===== config.mk =====
export PLATFORM = sky130hd
export DESIGN_NAME = column_zero_run_encoder
export DESIGN_NICKNAME = d
export VERILOG_FILES = /design/src/hdl/czre_pkg.sv /design/src/hdl/column_zero_run_encoder.sv
export SDC_FILE = /design/constraint.sdc
export NUM_CORES = 1
export LEC_CHECK = 0
export BUFFER_PORTS_ARGS = -buffer_cell sky130_fd_sc_hd__clkbuf_2
export CAP_MARGIN = 30
export CELL_PAD_IN_SITES_DETAIL_PLACEMENT = 1
export CELL_PAD_IN_SITES_GLOBAL_PLACEMENT = 1
export CORE_MARGIN = 2
export CORE_UTILIZATION = 50
export CTS_CLUSTER_SIZE = 25
export DETAILED_ROUTE_END_ITERATION = 7
export PLACE_DENSITY_LB_ADDON = 0.3
export SETUP_SLACK_MARGIN = 0.15
export SLEW_MARGIN = 10
export SYNTH_ARGS = -nofsm -noshare
export SYNTH_HDL_FRONTEND = slang
export SYNTH_SLANG_ARGS = --single-unit
export TNS_END_PERCENT = 10

===== constraint.sdc =====
create_clock -name clock -period 12.9 [get_ports clock]
set_input_delay 1.29 -clock clock [delete_from_list [all_inputs] [get_ports clock]]
set_output_delay 1.29 -clock clock [all_outputs]
set_load 0.02 [all_outputs]

===== src/hdl/czre_pkg.sv =====
// czre_pkg: shared types, widths and codes of the column zero-run encoder
// no dependencies; imported by column_zero_run_encoder

package czre_pkg;

   // fixed field widths
   localparam int unsigned ELEM_W      = 64;
   localparam int unsigned CFG_W       = 11;
   localparam int unsigned COL_IDX_W   = 10;
   localparam int unsigned RUN_START_W = 10;
   localparam int unsigned RUN_END_W   = 11;
   localparam int unsigned NZ_CNT_W    = 11;
   localparam int unsigned RUN_CNT_W   = 10;
   localparam int unsigned CSR_IDX_W   = 1;

   // default size limits
   localparam int unsigned DEF_MAX_ROWS    = 1024;
   localparam int unsigned DEF_MAX_COLUMNS = 1024;

   // sign bit ignored: +0.0 and -0.0 both count as zero
   localparam logic [ELEM_W-1:0] ZERO_MASK = 64'h7FFF_FFFF_FFFF_FFFF;

   typedef enum logic {
      KIND_VALUE = 1'b0,
      KIND_RUN   = 1'b1
   } kind_type;

   typedef enum logic [CSR_IDX_W-1:0] {
      REG_NUM_ROWS    = 1'b0,
      REG_NUM_COLUMNS = 1'b1
   } reg_index_type;

   // first field in the lowest bits, so members are listed msb first
   typedef struct packed {
      logic                   matrix_done;
      logic                   column_done;
      logic [RUN_CNT_W-1:0]   zero_run_count;
      logic [NZ_CNT_W-1:0]    nonzero_count;
      logic [RUN_END_W-1:0]   run_end;
      logic [RUN_START_W-1:0] run_start;
      logic [ELEM_W-1:0]      nonzero_value;
      logic [COL_IDX_W-1:0]   column_index;
   } payload_type;

   localparam int unsigned PAYLOAD_W  = $bits(payload_type);
   localparam int unsigned RSP_DATA_W = ((PAYLOAD_W + 7) / 8) * 8;

   typedef struct packed {
      kind_type    kind;
      logic        last;
      payload_type payload;
   } result_type;

endpackage


===== src/hdl/column_zero_run_encoder.sv =====
// column_zero_run_encoder: top level of the column-order zero-run encoder
// depends on czre_pkg for field widths, codes and the result struct

// Takes one 64-bit double pattern per beat on req_, in column order (rows 0 to
// num_rows-1 of column 0, then column 1, ...). Every nonzero element comes out
// on rsp_ as a value beat (tuser = 0) carrying the running nonzero count of its
// column; every maximal run of zeros comes out as one run beat (tuser = 1) with
// its first row and exclusive end row, sent when a nonzero element or the end
// of the column closes it. Both signed zeros count as zero. An element yields
// zero, one or two beats; rsp_tlast marks the last beat an element caused.
// Timing: an accepted element waits in the input register until the two-entry
// output queue has room for its beats, which are then loaded into the queue;
// q0 drives the port and q1 holds a second beat. One element is taken per
// cycle while the queue has room; the output port moves one beat per cycle
// while rsp_tready is high, so an element that closes a run ahead of a nonzero
// value gives two beats. The user writes num_rows and num_columns through csr_
// only while the stream is idle; the block does not enforce it. 0 acts as 1
// and values above MAX_ROWS / MAX_COLUMNS act as the maximum. After the last
// column the position wraps to row 0 of column 0. No clearing pass after reset.

module column_zero_run_encoder #(
   parameter int unsigned MAX_ROWS    = czre_pkg::DEF_MAX_ROWS,
   parameter int unsigned MAX_COLUMNS = czre_pkg::DEF_MAX_COLUMNS
) (
   input  logic                              clock,
   input  logic                              reset,
   // element input
   input  logic                              req_tvalid,
   output logic                              req_tready,
   input  logic [czre_pkg::ELEM_W-1:0]       req_tdata,   // element_bits
   // result output
   output logic                              rsp_tvalid,
   input  logic                              rsp_tready,
   // column_index, nonzero_value, run_start, run_end, nonzero_count,
   // zero_run_count, column_done, matrix_done, zero pad
   output logic [czre_pkg::RSP_DATA_W-1:0]   rsp_tdata,
   output logic                              rsp_tuser,   // kind
   output logic                              rsp_tlast,   // last beat of this element
   // register writes
   input  logic                              csr_we,
   input  logic [czre_pkg::CSR_IDX_W-1:0]    csr_index,
   input  logic [czre_pkg::CFG_W-1:0]        csr_wdata
);
   import czre_pkg::*;

   // position widths follow the size limits
   localparam int unsigned ROW_W  = (MAX_ROWS > 1) ? $clog2(MAX_ROWS) : 1;
   localparam int unsigned COL_W  = (MAX_COLUMNS > 1) ? $clog2(MAX_COLUMNS) : 1;
   // compare widths: hold the register value, the limit and position + 1
   localparam int unsigned RLIM_W = $clog2(MAX_ROWS + 1);
   localparam int unsigned CLIM_W = $clog2(MAX_COLUMNS + 1);
   localparam int unsigned RCMP_W = (RLIM_W > CFG_W) ? RLIM_W : CFG_W;
   localparam int unsigned CCMP_W = (CLIM_W > CFG_W) ? CLIM_W : CFG_W;
   localparam logic [RCMP_W-1:0] ROWS_LIMIT = RCMP_W'(MAX_ROWS);
   localparam logic [CCMP_W-1:0] COLS_LIMIT = CCMP_W'(MAX_COLUMNS);

   // configuration
   logic [CFG_W-1:0]      num_rows_ff, num_rows_in;
   logic [CFG_W-1:0]      num_cols_ff, num_cols_in;

   // input register
   logic                  in_valid_ff, in_valid_in;
   logic [ELEM_W-1:0]     in_data_ff, in_data_in;

   // column scan state
   logic [ROW_W-1:0]      row_ff, row_in;
   logic [COL_W-1:0]      col_ff, col_in;
   logic                  in_run_ff, in_run_in;
   logic [ROW_W-1:0]      open_ff, open_in;
   logic [NZ_CNT_W-1:0]   nz_tally_ff, nz_tally_in;
   logic [RUN_CNT_W-1:0]  run_tally_ff, run_tally_in;

   // output queue: q0 drives the port, q1 holds a second beat
   result_type            q0_ff, q0_in;
   result_type            q1_ff, q1_in;
   logic [1:0]            cnt_ff, cnt_in;

   logic [RCMP_W-1:0]     rows_ext, rows_eff, row_next;
   logic [CCMP_W-1:0]     cols_ext, cols_eff, col_next;
   logic                  last_row, last_col, is_zero;
   logic [1:0]            n_res, space, kept;
   logic                  pop, advance;
   result_type            run_item, val_item, res0, res1, kept0;
   logic [NZ_CNT_W-1:0]   nz_inc;
   logic [RUN_CNT_W-1:0]  run_inc;

   // ---------------- size clamp and end-of-column tests ----------------
   always_comb begin
      rows_ext = RCMP_W'(num_rows_ff);
      cols_ext = CCMP_W'(num_cols_ff);
      if (num_rows_ff == '0) begin
         rows_eff = RCMP_W'(1);
      end else if (rows_ext > ROWS_LIMIT) begin
         rows_eff = ROWS_LIMIT;
      end else begin
         rows_eff = rows_ext;
      end
      if (num_cols_ff == '0) begin
         cols_eff = CCMP_W'(1);
      end else if (cols_ext > COLS_LIMIT) begin
         cols_eff = COLS_LIMIT;
      end else begin
         cols_eff = cols_ext;
      end
      row_next = RCMP_W'(row_ff) + RCMP_W'(1);
      col_next = CCMP_W'(col_ff) + CCMP_W'(1);
      // a position at or past the size (after a size change) closes at once
      last_row = (row_next >= rows_eff);
      last_col = (col_next >= cols_eff);
   end

   assign is_zero = ((in_data_ff & ZERO_MASK) == '0);
   assign nz_inc  = nz_tally_ff + NZ_CNT_W'(1);
   assign run_inc = run_tally_ff + RUN_CNT_W'(1);

   // ---------------- results of the registered element ----------------
   always_comb begin
      // run beat: closed by the last row (zero element) or by a nonzero element
      run_item                        = '0;
      run_item.kind                   = KIND_RUN;
      run_item.payload.column_index   = COL_IDX_W'(col_ff);
      run_item.payload.nonzero_count  = nz_tally_ff;
      run_item.payload.zero_run_count = run_inc;
      if (is_zero) begin
         run_item.last                   = 1'b1;
         run_item.payload.run_start      = in_run_ff ? RUN_START_W'(open_ff)
                                                     : RUN_START_W'(row_ff);
         run_item.payload.run_end        = RUN_END_W'(row_next);
         run_item.payload.column_done    = 1'b1;
         run_item.payload.matrix_done    = last_col;
      end else begin
         run_item.last                   = 1'b0;
         run_item.payload.run_start      = RUN_START_W'(open_ff);
         run_item.payload.run_end        = RUN_END_W'(row_ff);
         run_item.payload.column_done    = 1'b0;
         run_item.payload.matrix_done    = 1'b0;
      end

      // value beat
      val_item                        = '0;
      val_item.kind                   = KIND_VALUE;
      val_item.last                   = 1'b1;
      val_item.payload.column_index   = COL_IDX_W'(col_ff);
      val_item.payload.nonzero_value  = in_data_ff;
      val_item.payload.nonzero_count  = nz_inc;
      val_item.payload.zero_run_count = in_run_ff ? run_inc : run_tally_ff;
      val_item.payload.column_done    = last_row;
      val_item.payload.matrix_done    = last_row && last_col;

      // beat count: zero inside a column gives none
      if (is_zero) begin
         n_res = last_row ? 2'd1 : 2'd0;
      end else begin
         n_res = in_run_ff ? 2'd2 : 2'd1;
      end
      res0 = (is_zero || in_run_ff) ? run_item : val_item;
      res1 = val_item;
   end

   // ---------------- handshakes ----------------
   assign pop        = rsp_tvalid && rsp_tready;
   assign space      = 2'd2 - cnt_ff + {1'b0, pop};
   assign advance    = in_valid_ff && (n_res <= space);
   assign req_tready = !in_valid_ff || advance;

   assign rsp_tvalid = (cnt_ff != 2'd0);
   assign rsp_tdata  = RSP_DATA_W'(q0_ff.payload);
   assign rsp_tuser  = q0_ff.kind;
   assign rsp_tlast  = q0_ff.last;

   // ---------------- next state ----------------
   always_comb begin
      in_valid_in  = req_tready ? req_tvalid : in_valid_ff;
      in_data_in   = (req_tvalid && req_tready) ? req_tdata : in_data_ff;

      row_in       = row_ff;
      col_in       = col_ff;
      in_run_in    = in_run_ff;
      open_in      = open_ff;
      nz_tally_in  = nz_tally_ff;
      run_tally_in = run_tally_ff;

      if (advance) begin
         if (last_row) begin
            // column closes: counts and open run start over
            row_in       = '0;
            in_run_in    = 1'b0;
            open_in      = '0;
            nz_tally_in  = '0;
            run_tally_in = '0;
            col_in       = last_col ? '0 : COL_W'(col_next);
         end else begin
            row_in = ROW_W'(row_next);
            if (is_zero) begin
               if (!in_run_ff) begin
                  in_run_in = 1'b1;
                  open_in   = row_ff;
               end
            end else begin
               in_run_in    = 1'b0;
               nz_tally_in  = nz_inc;
               run_tally_in = in_run_ff ? run_inc : run_tally_ff;
            end
         end
      end

      // queue: drop the popped head, then append the new beats
      kept  = cnt_ff - {1'b0, pop};
      kept0 = pop ? q1_ff : q0_ff;
      q0_in = (kept != 2'd0) ? kept0 : res0;
      if (kept == 2'd2) begin
         q1_in = q1_ff;
      end else if (kept == 2'd1) begin
         q1_in = res0;
      end else begin
         q1_in = res1;
      end
      cnt_in = advance ? (kept + n_res) : kept;
   end

   // configuration writes
   always_comb begin
      num_rows_in = num_rows_ff;
      num_cols_in = num_cols_ff;
      if (csr_we) begin
         unique case (reg_index_type'(csr_index))
            REG_NUM_ROWS: begin
               num_rows_in = csr_wdata;
            end
            REG_NUM_COLUMNS: begin
               num_cols_in = csr_wdata;
            end
         endcase
      end
   end

   // ---------------- registers ----------------
   always_ff @(posedge clock) begin
      if (reset) begin
         num_rows_ff  <= CFG_W'(1);
         num_cols_ff  <= CFG_W'(1);
         in_valid_ff  <= 1'b0;
         row_ff       <= '0;
         col_ff       <= '0;
         in_run_ff    <= 1'b0;
         open_ff      <= '0;
         nz_tally_ff  <= '0;
         run_tally_ff <= '0;
         cnt_ff       <= 2'd0;
      end else begin
         num_rows_ff  <= num_rows_in;
         num_cols_ff  <= num_cols_in;
         in_valid_ff  <= in_valid_in;
         row_ff       <= row_in;
         col_ff       <= col_in;
         in_run_ff    <= in_run_in;
         open_ff      <= open_in;
         nz_tally_ff  <= nz_tally_in;
         run_tally_ff <= run_tally_in;
         cnt_ff       <= cnt_in;
      end
   end

   // payload, no reset
   always_ff @(posedge clock) begin
      in_data_ff <= in_data_in;
      q0_ff      <= q0_in;
      q1_ff      <= q1_in;
   end

   // ---------------- assertions ----------------
   // the two-entry queue never overfills
   assert property (@(posedge clock) disable iff (reset) cnt_ff != 2'd3)
      else $error("output queue count out of range");

   // the second beat of an element is already queued behind the first
   assert property (@(posedge clock) disable iff (reset)
      rsp_tvalid && rsp_tready && !rsp_tlast |=> rsp_tvalid)
      else $error("second beat of an element missing");

   // matrix end only on a column end
   assert property (@(posedge clock) disable iff (reset)
      rsp_tvalid |-> (!q0_ff.payload.matrix_done || q0_ff.payload.column_done))
      else $error("matrix_done without column_done");

   // value beats never carry a zero element
   assert property (@(posedge clock) disable iff (reset)
      rsp_tvalid && (q0_ff.kind == KIND_VALUE) |->
         ((q0_ff.payload.nonzero_value & ZERO_MASK) != '0))
      else $error("zero element sent as a value beat");

endmodule


==> results.toml, run 1 <==
[clock_tree]
postCtsHoldBufs = 0
clockBufferDepth = 3
postCtsSetupRepairBufs = 0
cts_inserted_buffers = 41
tritoncts = "done"
cts_sinks = 381
h-tree-depth = 2
cts_resized = 0
insertion_delay_ps = 550
clockRootBuffer = "clkbuf_16"
clkTransAtPathRegs_ps = 60

[route]
wl_mm = 46.5
drtIter0Drc = 946
post_drt_wl_per_cell_um = 21.9
first_pass_iters = 5
postRouteAntennaNets = 0
vias = 12300
drc = 0
viasPerCell = 5.81

[layout]
area_delta_synth_final_pct = 16.1
drive_above_1_share_pct = 18.1
fillCellCount = 3469
nets = 1757

[sta]
finalCritPeriodShare_pct = 45.1
hold_viol = 0
min_period_ps = 5820
grt_setup_unrepaired = "no"
fmax_mhz = 172
finalSetupTns_ps = 0
clock_skew_ps = 13.5
finalSetupViolations = 0
maxSlewHeadroom_pct = 31.0
slew_viol_final = 0
worst_slew_pin_slew_ps = 1040

[worst_setup_path]
start_kind = "register"
path_cells = "ha_1, and3_1, nand3_1, and2_1, or2_2, ha_1, a21oi_1, o21ai_0, o21bai_1, a21oi_1, a21oi_1, inv_1, ha_1, nor2b_1, o21ai_0, nand2_1, buf_4, nor2_1, and3_1, mux2_2"
end_kind = "register"
worstSetupStartpoint = "row_ff[0]"
required_ps = 13390
critical_path_class = "reg -> reg"
cp_slowest_stage_delay_ps = 690
path_buf_inv = 2
crit-reg2reg-launch = "row_ff[0]"
critPathSlowestCell = "nor2_1"
critPathArrivalTime_ps = 6310
critPathTopFamily = "simple AND/OR/NAND/NOR gates"
crit_path_max_fanout = 24

[global_route]
grt_antenna_before_repair = 3
grt_pass1_wl_mm = 73.0
grt_pass1_vias = 12900
grt_max_degree = 88
overflow = 0
globalRouteTotalUtil_pct = 26.5

[placement]
hpwlAfterDp_mm = 29.9
io_buffers = 202
gp_congestion = 0.881

[floorplan]
fp.dieH_um = 186
die_w_um = 186
fp.coreArea_sq_mm = 0.0326
fp.dieArea_sq_mm = 0.0347
start_util_pct = 51.0
boundaryPins = 205
fp-row-count = 66

[pwr]
cellPowerDensity_mw_per_mm2 = 267
p_leak_uw = 0.00742
ir_worst_vdd_mv = 0.189
p_total_uw = 5160

[logic_synthesis]
synth-simple-area-share_pct = 17.2
synth_compound_area_share_pct = 9.95
synth-main-ff-cell = "edfxtp_1"
ys_ff_latch = 381
synth-xor-area-share_pct = 1.95
synth_top_family_by_area = "simple AND/OR/NAND/NOR gates"
syn_area_sq_mm = 0.0166
yosysTopAreaCellShare_pct = 54.9
netlist_top_cells_area = "edfxtp_1 (55%), dfxtp_1 (9.3%), nand2_1 (6.7%), o21ai_0 (3.3%), and2_1 (2.7%)"
syn_area_per_cell_sq_um = 11.2
netlist.top_cell.by_area = "edfxtp_1"
ys_types = 60
synth-async-reset-ratio_pct = 0
yosysWarningCount = 0
yosysSeqAreaShare_pct = 64.2
syn_inst = 1483
synth_mux_area_share_pct = 1.16
synth_edf_count = 304
synthAdderAreaFrac_pct = 2.33

[outcome]
status = "finished, final reports clean"

[hold_path]
hold_path_class = "reg -> reg"
min_from = "num_rows_ff[4]"

[run]
cap_violations = 0
[through the flow]
stage	cells	instance area [sq um]	worst slack (ps)	hold slack [ps]	utilization [%]
after floorplan	1484	16600	7260	441	-
after global placement	2042	17900	7490	461	54.8
after detailed placement	2043	17900	7250	469	54.9
after CTS	2116	19300	7210	478	59.1
after global routing	2119	19300	6730	505	59.2
final	2120	19300	7080	477	59.2
[per-layer routing]
metal | vias to the layer above | global-route usage, % | part of all wire (%)
met5 | - | 0 | 0
met4 | 0 | 9.38 | 3.2
met3 | 92 | 4.65 | 5.7
met2 | 394 | 45.3 | 49
met1 | 6174 | 34.2 | 42
li1 | 5656 | - | -
[power by group]
group / total (uW) / internal [uW] / switching [uW]
Sequential: 2180 / 2030 / 150
Clock: 1230 / 732 / 494
Combinational: 1760 / 411 / 1340
Total: 5160 / 3170 / 1990
[placed cells by master, fill, tap and decap left out, types with 20 or more instances in the layout]
| cell type | instances |
|---|---|
| nand3_1 | 34 |
| nand2_1 | 294 |
| dfxtp_1 | 77 |
| edfxtp_1 | 304 |
| o21ai_0 | 109 |
| a31oi_1 | 30 |
| or3_1 | 24 |
| inv_1 | 21 |
| ha_1 | 31 |
| a21oi_1 | 51 |
| nor4_1 | 26 |
| and2_1 | 70 |
| clkbuf_2 | 202 |
| nor3_1 | 20 |
| nor2_1 | 97 |
| clkbuf_16 | 42 |
[worst min-delay path: cells and delay by family (launching register included)]
kind,cells,cell delay (ps)
flops,1,320
simple gates,1,60
compound gates,1,50
[Yosys cell counts (9+ instances only)]
cell,n
nand2_1,297
nor3_1,20
mux2i_1,11
xor2_1,18
ha_1,31
a21oi_1,51
inv_1,21
buf_2,9
dfxtp_1,77
nand3_1,34
o21ai_0,109
a31oi_1,30
nand4_1,15
clkbuf_1,77
a22o_1,11
edfxtp_1,304
a221oi_1,11
or3_1,24
xnor2_1,19
nor2_1,98
and3_1,13
nor4_1,26
and2_1,71
[flip-flops by register name, summed over array words and instances (netlist names)]
register	cells
q1_ff	120
rsp_tdata	118
in_data_ff	64
cols_ext	11
num_rows_ff	11
nz_tally_ff	11
col_ff	10
open_ff	10
row_ff	10
run_tally_ff	10
cnt_ff	2
in_run_ff	1
in_valid_ff	1
rsp_tlast	1
rsp_tuser	1
[logic make-up after synthesis]
group | count (synthesis)
flops | 381
mux | 18
xor+xnor | 37
fa+ha+maj | 31
simple gates | 623
buf+inv | 124
compound gates | 268
other cells | 1
[cell type report]
cell class,count,area [sq um],share of cell area (%)
multi-input combinational,979,5460,28.3
clock buffer,53,1110,5.76
inverter,25,93.8,0.486
antenna,3,7.51,0.0389
clock inverter,20,280,1.45
timing repair buffer,217,1120,5.83
sequential,381,10700,55.3
tap,442,553,2.86
[path summary, 6_finish.rpt]
check,to,slack (ps),cells after the start
min,num_rows_ff[4],480,2
max reg2reg,run_tally_ff[0],7080,20
max,run_tally_ff[0],7080,20
min reg2reg,num_rows_ff[4],480,2
(Power assumes the default switching activity.)
==> run 2: changes to the inputs <==
--- a/config.mk
+++ b/config.mk
@@ -5,12 +5,13 @@
 export SDC_FILE = /design/constraint.sdc
 export NUM_CORES = 1
 export LEC_CHECK = 0
+export ABC_AREA = 1
 export BUFFER_PORTS_ARGS = -buffer_cell sky130_fd_sc_hd__clkbuf_2
 export CAP_MARGIN = 30
 export CELL_PAD_IN_SITES_DETAIL_PLACEMENT = 1
 export CELL_PAD_IN_SITES_GLOBAL_PLACEMENT = 1
 export CORE_MARGIN = 2
-export CORE_UTILIZATION = 50
+export CORE_UTILIZATION = 41
 export CTS_CLUSTER_SIZE = 25
 export DETAILED_ROUTE_END_ITERATION = 7
 export PLACE_DENSITY_LB_ADDON = 0.3
==> constraint.sdc (replaced) <==
create_clock -name clock -period 4.85 [get_ports clock]
set_input_delay 0.485 -clock clock [delete_from_list [all_inputs] [get_ports clock]]
set_output_delay 0.485 -clock clock [all_outputs]
set_load 0.02 [all_outputs]
==> results.toml, run 2 <==
[pwr]
p_leak_uw = 0.00798
intPower_uw = 8380
clockPowerShare_pct = 21.7
p_switching_uw = 5640
seq_power_share_pct = 41.7
p_comb_share_pct = 36.6
cellPowerDensity_mw_per_mm2 = 727
ir_worst_vdd_mv = 0.457
sw_frac_of_total_pct = 40.2

[logic_synthesis]
synth_mux_area_share_pct = 0
netlist_top_cells_area = "edfxtp_1 (55%), dfxtp_1 (9.4%), nand2_1 (8.3%), o21ai_0 (5.8%), nor2_1 (4.9%)"
synth-xor-area-share_pct = 1.28
syn_area_per_cell_sq_um = 10.1
yosysMostFrequentCell = "nand2_1"
yosysTopAreaCellShare_pct = 55.4
ys_types = 40
syn_inst = 1625
synthTopCellsByCount = "nand2_1 (363), edfxtp_1 (304), nor2_1 (213)"
netlist.top_cell.by_area = "edfxtp_1"
syn_area_sq_mm = 0.0165
yosysSeqAreaShare_pct = 64.7
synth-main-ff-cell = "edfxtp_1"
synth-async-reset-ratio_pct = 0
synth_top_family_by_area = "simple AND/OR/NAND/NOR gates"
synth-simple-area-share_pct = 16.4
synth_edf_count = 304
yosysWarningCount = 0
synth_compound_area_share_pct = 9.18
ys_ff_latch = 381
synthAdderAreaFrac_pct = 2.35

[worst_setup_path]
critPathSlowestCell = "dfxtp_1"
crit_path_max_fanout = 11
critPathTopFamily = "simple AND/OR/NAND/NOR gates"
start_kind = "register"
critPathArrivalTime_ps = 3840
cp_slowest_stage_delay_ps = 560
critical_path_class = "reg -> out"
crit-reg2reg-launch = "row_ff[0]"
end_kind = "output port"
required_ps = 4370
crit_top_cell = "nor2_1"
path_buf_inv = 4
path_cells = "ha_1, nand3_1, xor2_1, inv_1, ha_1, inv_1, nor2_1, nand2_1, nor2_1, nand2_1, nand4_2, nor2_1, nor2_1, inv_1, ha_1, o21bai_1, nand3_1, clkbuf_2"
worstSetupStartpoint = "row_ff[0]"

[route]
first_pass_iters = 5
viasPerCell = 5.08
drc = 0
postRouteAntennaNets = 0
wl_mm = 43.0
vias = 12100
drtIter0Drc = 606
post_drt_wl_per_cell_um = 18.1

[placement]
gp_congestion = 0.852
post_dp_cell_area_sq_mm = 0.0180
hpwlAfterDp_mm = 29.1
io_buffers = 202
pre_cts_slack_ps = 599

[floorplan]
fp.coreArea_sq_mm = 0.0397
fp-row-count = 73
boundaryPins = 205
start_util_pct = 41.5
die_w_um = 205
fp.dieH_um = 205
fp.dieArea_sq_mm = 0.0418

[clock_tree]
insertion_delay_ps = 550
postCtsSetupRepairBufs = 0
clkTransAtPathRegs_ps = 60
postCtsHoldBufs = 0
cts_sinks = 381
cts_resized = 0
cts_inserted_buffers = 41
h-tree-depth = 2
tritoncts = "done"
clockBufferDepth = 3
clockRootBuffer = "clkbuf_16"

[sta]
finalSetupViolations = 0
maxSlewHeadroom_pct = 43.2
finalCritPeriodShare_pct = 89.1
worst_slew_pin_slew_ps = 852
hold_viol = 0
min_period_ps = 4320
fmax_mhz = 231
worst_slack_ps = 529
slew_viol_final = 0
clock_skew_ps = 13.4
grt_setup_unrepaired = "yes"
finalSetupTns_ps = 0

[global_route]
grt_max_degree = 70
overflow = 0
grt_antenna_before_repair = 0
grt_pass1_vias = 12600
globalRouteTotalUtil_pct = 20.9
grt_pass1_wl_mm = 68.8

[outcome]
status = "finished, final reports clean"

[hold_path]
min_from = "req_tdata[13]"
hold_path_class = "in -> reg"

[layout]
stdcell_area_sq_mm = 0.0193
area_delta_synth_final_pct = 16.9
insertedDiodeCount = 0
final_common_cell = "nand2_1"
nets = 1931
final_cell_mix = "nand2_1 (359), edfxtp_1 (304), nor2_1 (213)"
drive_above_1_share_pct = 16.8
regMostFlops = "q1_ff"
largest_reg_flops = 120

[run]
cap_violations = 0
==> run 2: cell count changes after synthesis, sizes merged, moves of 21 or more <==
cell | before | now
nor2 | 99 | 220
o21ai | 113 | 200
inv | 23 | 165
nor4 | 26 | 4
nand3 | 34 | 58
a31oi | 31 | 3
nand2 | 298 | 366
and2 | 71 | 5
clkbuf | 77 | 26
buf | 22 | 43
or3 | 24 | 0
==> run 2: path summary, 6_finish.rpt <==
| path | endpoint | cells after the start | slack [ps] |
|---|---|---|---|
| min | in_data_ff[13] | 1 | 110 |
| max | req_tready | 18 | 530 |
| min reg2reg | open_ff[5] | 2 | 470 |
| max reg2reg | in_data_ff[14] | 20 | 620 |
==> run 2: final cells by class <==
cell class              count  area, sq um
clock buffers              49         1060
well taps                 525          657
flip-flops and latches    381        10700
repair buffers            219         1180
multi-input cells        1009         4860
fillers                  4477        20500
clock inverters            25          218
inverters                 167          629
==> run 2: kinds of logic (layout without fill, tap and decap cells) <==
group / after synthesis / after routing
other: 1 / 2
flip-flops: 381 / 381
buffers and inverters: 236 / 460
AO/OA/AOI/OAI: 281 / 281
adder cells (fa/ha/maj): 31 / 31
XOR/XNOR: 24 / 24
AND/OR/NAND/NOR: 671 / 671
==> run 2: power groups by stage <==
stage	registers [uW]	clock network (uW)	logic, uW
2_1_floorplan	6580	0	2740
3_3_place_gp	5850	0	5060
3_5_place_dp	5910	0	5200
4_1_cts	5860	3120	5240
5_1_grt	5960	3240	5730
6_report	5840	3040	5140
==> run 2: layer usage <==
| metal | global-route usage [%] | up-vias | wire [um] |
|---|---|---|---|
| met5 | 0 | - | 0 |
| li1 | - | 5824 | - |
| met4 | 6.24 | 0 | 1030 |
| met2 | 35.1 | 246 | 20700 |
| met1 | 27.6 | 5923 | 19300 |
| met3 | 3.61 | 70 | 1990 |
==> run 2: worst register-to-register path, delay by kind of cell (launching register included) <==
family,cells,cell delay [ps]
buffers and inverters,5,950
xor gates and xnor gates,1,210
and+or+nand+nor,11,1310
adders and majority gates,3,880
DFF,1,560
==> run 2: through the flow <==
stage	total power [uW]	hold WS, ps	util (%)	std cells
CTS	14200	71.2	48.5	2375
detailed placement	11100	459	45.3	2301
global placement	10900	448	45.3	2301
global route	14900	82.7	48.5	2375
floorplan	9320	441	-	1626
finish	14000	107	48.5	2375
==> run 3: changes to the inputs <==
--- a/config.mk
+++ b/config.mk
@@ -11,7 +11,7 @@
 export CELL_PAD_IN_SITES_DETAIL_PLACEMENT = 1
 export CELL_PAD_IN_SITES_GLOBAL_PLACEMENT = 1
 export CORE_MARGIN = 2
-export CORE_UTILIZATION = 41
+export CORE_UTILIZATION = 40
 export CTS_CLUSTER_SIZE = 25
 export DETAILED_ROUTE_END_ITERATION = 7
 export PLACE_DENSITY_LB_ADDON = 0.3
==> results.toml, run 3 (synthesis results as in run 2) <==
[sta]
finalCritPeriodShare_pct = 87.5
slew_viol_final = 0
hold_viol = 0
min_period_ps = 4240
grt_setup_unrepaired = "no"
clock_skew_ps = 19.0
finalSetupTns_ps = 0
worst_slew_pin_slew_ps = 798
fmax_mhz = 236
finalSetupViolations = 0
maxSlewHeadroom_pct = 46.8

[worst_setup_path]
critical_path_class = "reg -> out"
crit_path_max_fanout = 11
end_kind = "output port"
required_ps = 4370
path_cells = "ha_1, nand3_1, xor2_1, inv_1, ha_1, inv_1, nor2_1, nand2_1, nor2_1, nand2_1, nand4_2, nor2_1, nor2_1, inv_1, ha_1, o21bai_1, nand3_1, clkbuf_2"
cp_slowest_stage_delay_ps = 540
crit-reg2reg-launch = "row_ff[0]"
critPathTopFamily = "simple AND/OR/NAND/NOR gates"
path_buf_inv = 4
cp_num_cells = 18
r2r-end = "nz_tally_ff[5]"
worstRegToRegCells = 23
critPathArrivalTime_ps = 3760
reg2reg_setup_slack_ps = 660
critPathSlowestCell = "dfxtp_1"
start_kind = "register"
crit_top_cell = "nor2_1"

[floorplan]
start_util_pct = 40.5
fp.dieH_um = 207
fp.coreArea_sq_mm = 0.0407
fp-row-count = 74
die_w_um = 207
fp.dieArea_sq_mm = 0.0429
boundaryPins = 205

[route]
drc = 0
vias = 12000
post_drt_wl_per_cell_um = 17.9
viasPerCell = 5.02
drtIter0Drc = 594
first_pass_iters = 5
postRouteAntennaNets = 0
wl_mm = 42.8

[hold_path]
hold_path_class = "in -> reg"
min_from = "req_tdata[51]"
worstHoldPathCells = 1
whs_endpoint = "in_data_ff[51]"

[pwr]
intPower_uw = 8440
ir_worst_vdd_mv = 0.445
p_comb_share_pct = 36.7
cellPowerDensity_mw_per_mm2 = 727
clockPowerShare_pct = 21.8
p_leak_uw = 0.00801
sw_frac_of_total_pct = 40.0
p_switching_uw = 5620
seq_power_share_pct = 41.5

[clock_tree]
postCtsSetupRepairBufs = 0
cts_resized = 0
clkTransAtPathRegs_ps = 60
clockBufferDepth = 3
insertion_delay_ps = 560
tritoncts = "done"
clockRootBuffer = "clkbuf_16"
postCtsHoldBufs = 0
cts_sinks = 381
h-tree-depth = 2
cts_inserted_buffers = 42

[placement]
post_dp_cell_area_sq_mm = 0.0180
dpl.cell_count = 2307
gp_congestion = 0.860
hpwlAfterDp_mm = 29.6
io_buffers = 202

[run]
cap_violations = 0

[layout]
area_delta_synth_final_pct = 17.4
stdcell_area_sq_mm = 0.0193
insertedDiodeCount = 0
nets = 1933
final_common_cell = "nand2_1"
fillCellCount = 4660
regMostFlops = "q1_ff"
final_cell_mix = "nand2_1 (360), edfxtp_1 (304), nor2_1 (213)"
final_cells = 2386
largest_reg_flops = 120
drive_above_1_share_pct = 16.9

[global_route]
use_met3_pct = 3.70
grtUsageMet2_pct = 34.1
grt_most_used_layer = "met2"
grt_max_degree = 91
grt_pass1_vias = 12500
grt_util_met1_pct = 26.5
grt_pass1_wl_mm = 68.5
overflow = 0
globalRouteTotalUtil_pct = 20.0
grt_antenna_before_repair = 0

[outcome]
status = "finished, final reports clean"
-- run 3: worst max-delay path by stage --
stage	to	start	slack [ps]
final	req_tready	row_ff[0]	610
after global routing	req_tready	row_ff[0]	190
after CTS	req_tready	row_ff[0]	600
after detailed placement	run_tally_ff[9]	row_ff[0]	690
after global placement	in_data_ff[18]	row_ff[0]	900
after floorplan	in_data_ff[0]	row_ff[2]	450
-- run 3: power groups by stage --
stage	Combinational, uW	Clock [uW]	Sequential [uW]
after floorplan	2740	0	6580
after global placement	5060	0	5850
after detailed placement	5190	0	5910
after CTS	5230	3150	5850
after global routing	5740	3270	5950
final	5150	3070	5840
-- run 3: area by class of cell --
cell class | count | area (sq um) | area share [%]
repair buffers | 220 | 1220 | 6.32
clock buffers | 58 | 1160 | 6.01
inverters | 167 | 629 | 3.25
clock inverters | 19 | 141 | 0.731
multi-input cells | 1009 | 4850 | 25.1
well taps | 532 | 666 | 3.44
flip-flops and latches | 381 | 10700 | 55.2
-- run 3: stage by stage --
stage | total power, uW | hold slack [ps] | setup slack (ps) | utilization, %
2_1_floorplan | 9320 | 441 | 449 | -
3_3_place_gp | 10900 | 447 | 903 | 44.2
3_5_place_dp | 11100 | 459 | 693 | 44.2
4_1_cts | 14200 | 68.2 | 596 | 47.4
5_1_grt | 15000 | 77.5 | 188 | 47.5
6_report | 14100 | 104 | 606 | 47.5
-- run 3: routing by layer --
metal,wire length (um),vias up
met2,20800,243
met3,1880,54
met5,0,-
li1,-,5837
met1,19400,5854
met4,753,0
